`src/hdl/spl_pkg.sv`:
```
// Shared types and constants for the sorted point list block.
package spl_pkg;

	// Result status codes
	localparam logic [1:0] STAT_INSERTED = 2'd0;
	localparam logic [1:0] STAT_FULL     = 2'd1;
	localparam logic [1:0] STAT_DUMP     = 2'd2;
	localparam logic [1:0] STAT_EMPTY    = 2'd3;

	// Input command codes
	localparam logic CMD_INSERT = 1'b0;
	localparam logic CMD_DUMP   = 1'b1;

	// Distance arithmetic: 3 squares, then a 50-bit operand, 2 bits per root step
	localparam int unsigned AXES      = 3;
	localparam int unsigned SQ_W      = 34;
	localparam int unsigned FRAC_W    = 16;
	localparam int unsigned OP_W      = SQ_W + FRAC_W;
	localparam int unsigned ROOT_W    = OP_W / 2;
	localparam int unsigned STEP_W    = 5;
	localparam int unsigned PATH_W    = 40;
	localparam int unsigned COUNT_OUT_W = 6;

	typedef struct packed {
		logic [15:0] z;
		logic [15:0] y;
		logic [15:0] x;
	} coord_t;

	typedef struct packed {
		logic [31:0] key;
		coord_t      pt;
	} entry_t;

	// Distance unit status toward the sequencer
	typedef struct packed {
		logic              done;
		logic [ROOT_W-1:0] span;
	} dist_res_t;

	typedef enum logic [2:0] {
		ST_IDLE,
		ST_WCMP,
		ST_WPUT,
		ST_FIN,
		ST_DRD,
		ST_DLD,
		ST_OUT
	} top_st_t;

	typedef enum logic [1:0] {
		DS_IDLE,
		DS_MUL,
		DS_ROOT
	} dist_st_t;

endpackage

```
`src/hdl/spl_ram.sv`:
```
// Generic simple dual-port RAM with registered read.
module spl_ram #(
	parameter int unsigned WIDTH = 80,
	parameter int unsigned DEPTH = 32
) (
	input  logic                     clk,
	input  logic                     we,
	input  logic [$clog2(DEPTH)-1:0] waddr,
	input  logic [WIDTH-1:0]         wdata,
	input  logic [$clog2(DEPTH)-1:0] raddr,
	output logic [WIDTH-1:0]         rdata
);

	logic [WIDTH-1:0] mem_q [DEPTH];

	// write port
	always_ff @(posedge clk) begin
		if (we) begin
			mem_q[waddr] <= wdata;
		end
	end

	// registered read port
	always_ff @(posedge clk) begin
		rdata <= mem_q[raddr];
	end

endmodule

```
`src/hdl/spl_dist.sv`:
```
// Euclidean distance unit: one shared multiplier for the squares, then a bit-serial root.
module spl_dist (
	input  logic                clk,
	input  logic                arst_n,
	input  logic                start,
	input  spl_pkg::coord_t     cur,
	input  spl_pkg::coord_t     prev,
	output spl_pkg::dist_res_t  res
);

	spl_pkg::dist_st_t st_q, st_d;

	logic [spl_pkg::STEP_W-1:0] cnt_q;
	spl_pkg::coord_t            a_q, b_q;
	logic [spl_pkg::SQ_W-1:0]   acc_q;
	logic [spl_pkg::OP_W-1:0]   op_q;
	logic [spl_pkg::ROOT_W-1:0] rem_q;
	logic [spl_pkg::ROOT_W-1:0] root_q;
	logic                       done_q;

	logic [15:0]                ax, bx;
	logic [16:0]                diff;
	logic [15:0]                mag;
	logic [31:0]                prod;
	logic [spl_pkg::SQ_W-1:0]   acc_nxt;
	logic [spl_pkg::ROOT_W+1:0] rem_sh, trial;
	logic                       ge;
	logic                       mul_last, root_last;

	// axis select and |a - b|^2
	always_comb begin
		unique case (cnt_q[1:0])
			2'd0:    begin ax = a_q.x; bx = b_q.x; end
			2'd1:    begin ax = a_q.y; bx = b_q.y; end
			default: begin ax = a_q.z; bx = b_q.z; end
		endcase
		diff    = {ax[15], ax} - {bx[15], bx};
		mag     = diff[16] ? 16'(-diff) : diff[15:0];
		prod    = mag * mag;
		acc_nxt = acc_q + spl_pkg::SQ_W'(prod);
	end

	// one root digit: bring in two operand bits, trial subtract
	always_comb begin
		rem_sh = {rem_q, op_q[spl_pkg::OP_W-1 -: 2]};
		trial  = {root_q, 2'b01};
		ge     = (rem_sh >= trial);
	end

	assign mul_last  = (cnt_q == spl_pkg::STEP_W'(spl_pkg::AXES - 1));
	assign root_last = (cnt_q == spl_pkg::STEP_W'(spl_pkg::ROOT_W - 1));

	// next state
	always_comb begin
		st_d = st_q;
		unique case (st_q)
			spl_pkg::DS_IDLE: if (start) st_d = spl_pkg::DS_MUL;
			spl_pkg::DS_MUL:  if (mul_last) st_d = spl_pkg::DS_ROOT;
			spl_pkg::DS_ROOT: if (root_last) st_d = spl_pkg::DS_IDLE;
			default:          st_d = spl_pkg::DS_IDLE;
		endcase
	end

	// control registers
	always_ff @(posedge clk or negedge arst_n) begin
		if (!arst_n) begin
			st_q   <= spl_pkg::DS_IDLE;
			cnt_q  <= '0;
			done_q <= 1'b0;
		end else begin
			st_q   <= st_d;
			done_q <= (st_q == spl_pkg::DS_ROOT) && root_last;
			if (st_q == spl_pkg::DS_IDLE || (st_q == spl_pkg::DS_MUL && mul_last)) begin
				cnt_q <= '0;
			end else begin
				cnt_q <= cnt_q + 1'b1;
			end
		end
	end

	// datapath registers
	always_ff @(posedge clk) begin
		unique case (st_q)
			spl_pkg::DS_IDLE: begin
				if (start) begin
					a_q   <= cur;
					b_q   <= prev;
					acc_q <= '0;
				end
			end
			spl_pkg::DS_MUL: begin
				acc_q <= acc_nxt;
				if (mul_last) begin
					op_q   <= {acc_nxt, {spl_pkg::FRAC_W{1'b0}}};
					rem_q  <= '0;
					root_q <= '0;
				end
			end
			spl_pkg::DS_ROOT: begin
				rem_q  <= ge ? spl_pkg::ROOT_W'(rem_sh - trial) : spl_pkg::ROOT_W'(rem_sh);
				root_q <= {root_q[spl_pkg::ROOT_W-2:0], ge};
				op_q   <= {op_q[spl_pkg::OP_W-3:0], 2'b00};
			end
			default: ;
		endcase
	end

	assign res.done = done_q;
	assign res.span = root_q;

endmodule

```
`src/hdl/sorted_point_list_with_path_length.sv`:
```
// Top level: sorted point table with insert/dump sequencer and path length accumulator.
//
// Holds up to DEPTH points sorted ascending by key (new point goes before equal keys) and
// a saturating arrival-order path length with 8 fraction bits. One word is taken at a time.
// An insert runs the distance unit (3 multiply steps, then 25 root steps, then a registered
// done flag that folds the root into the path length) alongside the table walk (one entry
// per cycle from the top down); the result word follows whichever ends later. The first
// point into an empty table skips the distance. Each dump entry passes through RAM read,
// load and output in that order. A rejected insert or an empty dump goes straight from
// idle to the result word. No clearing pass after reset.
module sorted_point_list_with_path_length #(
	parameter int unsigned DEPTH = 32
) (
	input  logic         clk,
	input  logic         arst_n,
	// input stream
	input  logic         s_tvalid,
	output logic         s_tready,
	input  logic [79:0]  s_tdata,   // point_x, point_y, point_z, sort_key
	input  logic [0:0]   s_tuser,   // cmd
	// result stream
	output logic         m_tvalid,
	input  logic         m_tready,
	output logic [127:0] m_tdata,   // entry_count, path_length, entry_key, entry_x,
	                                // entry_y, entry_z, 2 zero bits
	output logic [1:0]   m_tuser,   // status
	output logic         m_tlast
);

	localparam int unsigned AW = $clog2(DEPTH);
	localparam int unsigned CW = $clog2(DEPTH + 1);

	spl_pkg::top_st_t st_q, st_d;

	logic [CW-1:0]              count_q;
	spl_pkg::coord_t            prev_q;
	logic [spl_pkg::PATH_W-1:0] len_q;
	spl_pkg::entry_t            new_q;
	logic [AW-1:0]              i_q;
	logic [AW-1:0]              idx_q;
	logic                       dbusy_q;

	logic [1:0]                      out_stat_q;
	logic [spl_pkg::COUNT_OUT_W-1:0] out_cnt_q;
	logic [spl_pkg::PATH_W-1:0]      out_len_q;
	spl_pkg::entry_t                 out_ent_q;
	logic                            out_last_q;

	spl_pkg::entry_t    in_ent, rd_ent, wr_ent;
	logic               in_cmd;
	logic               accept, full, empty, shift, dist_start;
	logic               ram_we;
	logic [AW-1:0]      ram_waddr, ram_raddr;
	logic               dump_last, fin_go;
	spl_pkg::dist_res_t dres;
	logic [spl_pkg::PATH_W:0] len_sum;

	assign in_ent.pt.x = s_tdata[15:0];
	assign in_ent.pt.y = s_tdata[31:16];
	assign in_ent.pt.z = s_tdata[47:32];
	assign in_ent.key  = s_tdata[79:48];
	assign in_cmd      = s_tuser[0];

	assign full      = (count_q == CW'(DEPTH));
	assign empty     = (count_q == '0);
	assign shift     = (new_q.key <= rd_ent.key);
	assign dump_last = (idx_q == AW'(count_q - 1'b1));
	assign fin_go    = !dbusy_q;

	// next state
	always_comb begin
		st_d = st_q;
		unique case (st_q)
			spl_pkg::ST_IDLE: begin
				if (s_tvalid) begin
					if (in_cmd == spl_pkg::CMD_DUMP) begin
						st_d = empty ? spl_pkg::ST_OUT : spl_pkg::ST_DRD;
					end else if (full) begin
						st_d = spl_pkg::ST_OUT;
					end else begin
						st_d = empty ? spl_pkg::ST_WPUT : spl_pkg::ST_WCMP;
					end
				end
			end
			spl_pkg::ST_WCMP: begin
				if (!shift) begin
					st_d = spl_pkg::ST_FIN;
				end else if (i_q == AW'(1)) begin
					st_d = spl_pkg::ST_WPUT;
				end
			end
			spl_pkg::ST_WPUT: st_d = spl_pkg::ST_FIN;
			spl_pkg::ST_FIN:  if (fin_go) st_d = spl_pkg::ST_OUT;
			spl_pkg::ST_DRD:  st_d = spl_pkg::ST_DLD;
			spl_pkg::ST_DLD:  st_d = spl_pkg::ST_OUT;
			spl_pkg::ST_OUT: begin
				if (m_tready) begin
					st_d = out_last_q ? spl_pkg::ST_IDLE : spl_pkg::ST_DRD;
				end
			end
			default: st_d = spl_pkg::ST_IDLE;
		endcase
	end

	// state outputs: handshake, RAM ports, distance start
	always_comb begin
		s_tready   = (st_q == spl_pkg::ST_IDLE);
		m_tvalid   = (st_q == spl_pkg::ST_OUT);
		accept     = s_tvalid && s_tready;
		dist_start = accept && (in_cmd == spl_pkg::CMD_INSERT) && !full && !empty;
		ram_we     = 1'b0;
		ram_waddr  = i_q;
		wr_ent     = new_q;
		ram_raddr  = '0;
		unique case (st_q)
			spl_pkg::ST_IDLE: ram_raddr = AW'(count_q - 1'b1);
			spl_pkg::ST_WCMP: begin
				ram_we    = 1'b1;
				wr_ent    = shift ? rd_ent : new_q;
				ram_raddr = AW'(i_q - 2'd2);
			end
			spl_pkg::ST_WPUT: ram_we = 1'b1;
			spl_pkg::ST_DRD:  ram_raddr = idx_q;
			default: ;
		endcase
	end

	spl_ram #(
		.WIDTH ($bits(spl_pkg::entry_t)),
		.DEPTH (DEPTH)
	) u_ram (
		.clk   (clk),
		.we    (ram_we),
		.waddr (ram_waddr),
		.wdata (wr_ent),
		.raddr (ram_raddr),
		.rdata (rd_ent)
	);

	spl_dist u_dist (
		.clk    (clk),
		.arst_n (arst_n),
		.start  (dist_start),
		.cur    (in_ent.pt),
		.prev   (prev_q),
		.res    (dres)
	);

	assign len_sum = {1'b0, len_q} + (spl_pkg::PATH_W + 1)'(dres.span);

	// control and table state
	always_ff @(posedge clk or negedge arst_n) begin
		if (!arst_n) begin
			st_q    <= spl_pkg::ST_IDLE;
			count_q <= '0;
			prev_q  <= '0;
			len_q   <= '0;
			dbusy_q <= 1'b0;
			i_q     <= '0;
			idx_q   <= '0;
		end else begin
			st_q <= st_d;
			if (dist_start) begin
				dbusy_q <= 1'b1;
			end else if (dres.done) begin
				dbusy_q <= 1'b0;
			end
			// saturating path length
			if (dres.done) begin
				len_q <= len_sum[spl_pkg::PATH_W] ? '1 : len_sum[spl_pkg::PATH_W-1:0];
			end
			if (accept) begin
				i_q   <= AW'(count_q);
				idx_q <= '0;
			end else if (st_q == spl_pkg::ST_WCMP && shift) begin
				i_q <= i_q - 1'b1;
			end
			if (st_q == spl_pkg::ST_OUT && m_tready && !out_last_q) begin
				idx_q <= idx_q + 1'b1;
			end
			if (st_q == spl_pkg::ST_FIN && fin_go) begin
				count_q <= count_q + 1'b1;
				prev_q  <= new_q.pt;
			end
		end
	end

	// result word and latched input point
	always_ff @(posedge clk) begin
		if (accept) begin
			new_q <= in_ent;
		end
		if (accept && (empty || full)) begin
			out_stat_q <= (in_cmd == spl_pkg::CMD_DUMP) ? spl_pkg::STAT_EMPTY
			                                            : spl_pkg::STAT_FULL;
			out_cnt_q  <= spl_pkg::COUNT_OUT_W'(count_q);
			out_len_q  <= len_q;
			out_ent_q  <= '0;
			out_last_q <= 1'b1;
		end else if (st_q == spl_pkg::ST_FIN && fin_go) begin
			out_stat_q <= spl_pkg::STAT_INSERTED;
			out_cnt_q  <= spl_pkg::COUNT_OUT_W'(count_q + 1'b1);
			out_len_q  <= len_q;
			out_ent_q  <= '0;
			out_last_q <= 1'b1;
		end else if (st_q == spl_pkg::ST_DLD) begin
			out_stat_q <= spl_pkg::STAT_DUMP;
			out_cnt_q  <= spl_pkg::COUNT_OUT_W'(count_q);
			out_len_q  <= len_q;
			out_ent_q  <= rd_ent;
			out_last_q <= dump_last;
		end
	end

	assign m_tdata = {2'b00, out_ent_q.pt.z, out_ent_q.pt.y, out_ent_q.pt.x,
	                  out_ent_q.key, out_len_q, out_cnt_q};
	assign m_tuser = out_stat_q;
	assign m_tlast = out_last_q;

endmodule

```
`config.mk`:
```
export PLATFORM = sky130hd
export DESIGN_NAME = sorted_point_list_with_path_length
export DESIGN_NICKNAME = d
export VERILOG_FILES = /design/src/hdl/spl_pkg.sv /design/src/hdl/spl_ram.sv /design/src/hdl/spl_dist.sv /design/src/hdl/sorted_point_list_with_path_length.sv
export SDC_FILE = /design/constraint.sdc
export NUM_CORES = 2
export LEC_CHECK = 0
export BUFFER_PORTS_ARGS = -buffer_cell sky130_fd_sc_hd__buf_2
export CAP_MARGIN = 40
export CORE_ASPECT_RATIO = 1.5
export CORE_MARGIN = 3
export CORE_UTILIZATION = 47
export CTS_CLUSTER_DIAMETER = 200
export DETAILED_ROUTE_END_ITERATION = 8
export GPL_ROUTABILITY_DRIVEN = 0
export GPL_TIMING_DRIVEN = 0
export PLACE_DENSITY = 0.68
export SLEW_MARGIN = 20
export SYNTH_ARGS = -nofsm -noshare
export SYNTH_HDL_FRONTEND = slang
export SYNTH_SLANG_ARGS = --single-unit
```
`constraint.sdc`:
```
create_clock -name clk -period 10.7 [get_ports clk]
set_input_delay 2.14 -clock clk [delete_from_list [all_inputs] [get_ports clk]]
set_output_delay 2.14 -clock clk [all_outputs]
set_load 0.05 [all_outputs]
```
======== Yosys cells after proc, flatten, opt, wreduce, memory -nomap -nowiden ========
Memory sizes are Yosys's and may differ from the RTL's. A register that Yosys moved wholly into a read port is not among the register bits.
Index checks and enable logic that the tools add are counted.
storage, ports and cells
  bits in registers ....................... 555
  bits in writable memories ............... 2560
  input bits .............................. 85
  logic and storage cells ................. 155
  memories kept ........................... 1
memories
  memory       words  bits a word  read ports  clocked after memory_dff  write ports  RTL line       RTL
  u_ram.mem_q  32     80           1           1                         1            spl_ram.sv:14  logic [WIDTH-1:0] mem_q [DEPTH];
operators by class
  add/sub/neg operators ................... 11
  $mul .................................... 1
  magnitude comparators ................... 2
  equal/unequal tests ..................... 21
  multiplexer cells ....................... 50
  bitwise logic cells ..................... 1
  reductions and logical operators ........ 34
operators with widths
  cell              count
  $mux 40           4
  $mux 80           2
  $pmux 25 s2       2
  $pmux 50 s2       1
  $pmux 34 s2       1
  $pmux 16 s2       2
  $mux 25           2
  $mux 50           1
  $add 40x25->41    1
  $add 34x32->34    1
  $mux 34           1
  $le 32x32->1      1
  $mul 16x16->32    1
  $ge 27x27->1      1
  $mux 5            5
  $sub 25x25->25    1
  $mux 3            8
  $pmux 3 s7        1
  $mux 2            9
  $mux 6            3
  $sub 16x16->17    1
  $mux 16           1
  $neg 16->16       1
  $pmux 5 s3        1
  32 further kinds  68

======== Logic depth before layout (Yosys ltp) ========
  depth in word-level cells ............... 9
  gate-level depth with buffers ........... 44
  gate-level depth less buffers ........... 42

======== Cells and area by module ========
Synthesis repeated with hierarchy kept, for this count alone.
unflattened totals
  cells, all modules ...................... 7903
  area, all modules ....................... 132812.4 um2
by module, submodules not included
  module                              times used  cells an instance  area an instance (um2)  sequential area each (um2)
  spl_ram                             1           4669               98986.2                 78475.3
  spl_dist                            1           1893               19155.9                 6626.4
  sorted_point_list_with_path_length  1           1341               14670.3                 8167.8

======== Worst setup path after synthesis ========
No wires, ideal clock.
  path kind ............................... register -> register
  start ................................... register u_dist.cnt_q[0] (netlist bit)
  end ..................................... register u_dist.op_q[37] (netlist bit), data pin
  setup time .............................. 256 ps
  arrival ................................. 9413 ps
  data required time ...................... 10444 ps
  slack ................................... 1031 ps
  stages on the path, launching flop included .. 38
  cells stage by stage .................... dfrtp_1 inv_1 ha_1 clkbuf_1 nor2_1 clkbuf_1 a21oi_1 ha_1 inv_1 fa_1 a211o_1 a21o_1 a311oi_1 and3_1 o2111ai_1 o21ai_0 xor2_1 clkinv_1 (+2 left out) fa_1 inv_1 fa_1 fa_1 fa_1 inv_1 fa_1 fa_1 ha_1 a21oi_1 o21ai_0 a31oi_1 a21oi_1 o21ai_0 a21oi_1 o311ai_0 nand3_1 a31o_2
between the ends
  cells in the longest elaborated chain, start to end .. 9
  elaborated cells between the ends (all ways) .. 11
ends and longest elaborated chain
  item                                                  RTL line         RTL
  start, declared                                       spl_dist.sv:13   logic [spl_pkg::STEP_W-1:0] cnt_q;
  start signal, assigned                                spl_dist.sv:76   cnt_q <= cnt_q + 1'b1;
  $eq 2x1->1 / $logic_not 2->1 (equally long branches)  spl_dist.sv:32   unique case (cnt_q[1:0])
  $pmux 16 s2                                           spl_dist.sv:32
  $sub 16x16->17 (*)                                    spl_dist.sv:37   diff = {ax[15], ax} - {bx[15], bx};
  $neg 16->16                                           spl_dist.sv:38   mag = diff[16] ? 16'(-diff) : diff[15:0];
  $mux 16 (*)                                           spl_dist.sv:38
  $mul 16x16->32 (*)                                    spl_dist.sv:39   prod = mag * mag;
  $add 34x32->34 (*)                                    spl_dist.sv:40   acc_nxt = acc_q + spl_pkg::SQ_W'(prod);
  $mux 50 (*)                                           spl_dist.sv:93   if (mul_last) begin
  $pmux 50 s2 (*)                                       spl_dist.sv:83   unique case (st_q)
  end signal, assigned                                  spl_dist.sv:94   op_q <= {acc_nxt, {spl_pkg::FRAC_W{1'b0}}};
  end signal, assigned                                  spl_dist.sv:102  op_q <= {op_q[spl_pkg::OP_W-3:0], 2'b00};
  end, declared                                         spl_dist.sv:16   logic [spl_pkg::OP_W-1:0] op_q;
Every way passes the cells marked *; elsewhere a longest branch is shown, timed or not. The select of a mux whose other input is x is not followed.
A chain may end at the register's enable or synchronous reset.

======== Worst setup path after layout ========
  start ................................... register u_dist.cnt_q[1] (netlist bit)
  end ..................................... register u_dist.op_q[47] (netlist bit), data pin
The elaborated chain is that of the path after synthesis.

==> metrics.yaml <==
port_buffers: 215
crit_path_start_kind: "flop"
multi_input_area_um2: 37000
antenna_left: 0
clock.fmax_mhz: 96.6
outcome: "finished, final reports clean"
synth_async_sr_flop_share: 0.0365
synth_cell_types: 85
synth_top_area_share: 0.657
nets: 9219
grt_first_pass_wirelength_um: 528000
die_area_um2: 289000
synth_seq_cells: 3179
dr.pass1.iters: 6
slew_viol_final: 0
core_region_area_um2: 281000
synth_seq_area_share: 0.703
synth_area_um2: 133000
syn2layout_area_growth_pct: 16.1
grt_max_degree: 78
wl_um: 364000
pin_count: 218
yosysTopAreaCell: "edfxtp_1"
crit_path_top_delay_cell: "fa_1"
die_w_um: 440
whs_ns: 0.437
period_share: 0.968
synth_area_leaders: "edfxtp_1 66%, mux4_2 11%, nand2_1 3.1%"
grt_pass1_vias: 77660
critPathMaxFanout: 10
clk_pin_slew_ns: 0.07
cts_tree: "built"
num_vias: 75387
crit_path_end_kind: "flop"
cts_buffer_depth: 4
rows: 238
arrival_ns: 10.92
hp-class: "reg2reg"
antenna_found_initial: 55
layout_common_cells: "2902 x edfxtp_1, 1077 x nand2_1, 640 x mux4_2"
yosys_warnings: 0
slew_headroom: 0.413
insertion_delay_ns: 0.89
clkSinkCount: 3179
finalClockSkew_ns: 0.0954
setup_violations: 0
register_area_um2: 93300
setup_slack_ns: 0.347
drive_above_1_share: 0.210
grt_usage: 0.251
cts_made_buffers: 302
first_iter_violations: 8269
synth_enable_flop_cells: 2902
start_util: 0.473
grt_overflow_total: 0
root_buffer: "clkbuf_16"
hpwl_um: 258000
yosys_most_used_dff: "edfxtp_1"
via_per_inst: 5.93
ctsHtreeMaxLevel: 5
die_h_um: 656
wl_per_cell_um: 28.6
period_needed_ns: 10.35
dp_slack_ns: -1.43
worst_slew_pin_slew_ns: 0.880
crit_path_max_incr_delay_ns: 0.58
synthCells: 7933
syn_avg_cell_area_um2: 16.7
drc: 0
nFillCells: 21524
final_common_cell: "edfxtp_1"
drv_cap: 0
critPathRequiredTime_ns: 11.27
cpMostUsedCell: "fa_1"
finalHoldViolations: 0
worstSetupPathType: "reg2reg"
[path summary, 6_finish.rpt]
path,cells past startpoint,startpoint,slack (ns),to
max,39,u_dist.cnt_q[1],0.35,u_dist.op_q[47]
min,0,prev_q[34],0.44,u_dist.b_q[34]
max reg2reg,39,u_dist.cnt_q[1],0.35,u_dist.op_q[47]
min reg2reg,0,prev_q[34],0.44,u_dist.b_q[34]
max in group asynchronous,2,arst_n,8.71,i_q[0]
min in group asynchronous,1,arst_n,1.17,len_q[7]
[layer usage]
layer	vias up	track usage	routed length (um)
met3	922	0.0516	35700
met1	38606	0.309	126000
li1	31757	-	-
met2	4098	0.414	178000
met4	4	0.144	24900
met5	-	0	25
[logic make-up (layout without fill, tap and decap cells)]
group                    count (synthesis)  count (layout)  share of synthesized area
adder cells (fa/ha/maj)                413             413                     0.0499
flip-flops                            3179            3179                      0.703
AO/OA/AOI/OAI                          668             668                     0.0311
XOR/XNOR                               122             122                    0.00812
multiplexers                           783             783                      0.121
buffers and inverters                  816            1842                     0.0232
AND/OR/NAND/NOR                       1951            1951                     0.0633
other                                    1              41                  0.0000283
[Yosys cell counts, drive strengths merged (16+ instances only)]
master	number
nand2	1079
a22o	19
ha	220
nand2b	34
fa	193
nor3	23
mux4	640
a22oi	18
o21a	23
dfxtp	161
mux2	138
and3	16
nor2b	22
nor2	226
dfrtp	116
xnor2	75
inv	439
xor2	47
o22a	23
or2	16
edfxtp	2902
o21ai	207
a21oi	198
buf	111
a21o	75
clkbuf	259
nand3	467
[timing repair]
| action | CTS | global route |
|---|---|---|
| gates resized for setup | 49 | 53 |
| pin swaps | 5 | 9 |
| hold buffers | 0 | 0 |
| setup endpoints to repair | 41 | 34 |
| buffers inserted | 12 | 13 |
| cloned | 0 | 0 |
[final cells by class]
cell class,count,area share
flip-flops and latches,3179,0.606
inverters,446,0.0110
clock buffers,389,0.0536
multi-input cells,3939,0.240
well taps,3720,0.0302
diodes,39,0.000634
plain buffers,367,0.00951
clock inverters,154,0.0106
repair buffers,486,0.0385
[critical path: cells and delay by family, from the launching register on]
kind / cells / cell delay (ns)
adders and majority gates: 10 / 4.34
AOI/OAI and AO/OA: 13 / 2.74
buffers and inverters: 9 / 1.15
and+or+nand+nor: 5 / 0.99
xor gates and xnor gates: 2 / 0.43
DFF: 1 / 0.41
[stage by stage]
step	area [um^2]	setup TNS, ns	utilization	cells
after CTS	154000	0	0.547	12665
final	154000	0	0.549	12719
after floorplan	133000	0	-	7934
after detailed placement	143000	-34.05	0.511	12112
after global placement	138000	-96.77	0.493	11869
after global routing	154000	-0.112	0.549	12682
[sequential cells by signal, indices dropped and copies added, names as in the netlist, 2 cells and up]
name	flops
u_dist.rem_q	25
len_q	40
u_dist.root_q	25
m_tdata	80
count_q	6
out_cnt_q	6
u_ram.mem_q	2560
u_dist.op_q	34
u_dist.cnt_q	5
u_dist.acc_q	34
m_tuser	2
st_q	3
u_ram.rdata	80
prev_q	48
i_q	5
new_q	80
u_dist.a_q	48
idx_q	5
u_dist.st_q	2
u_dist.b_q	48
out_len_q	40
Power is left out: the tool's default activity adds up to more than one toggle a clock period on the data nets, which glitch-free logic cannot reach.
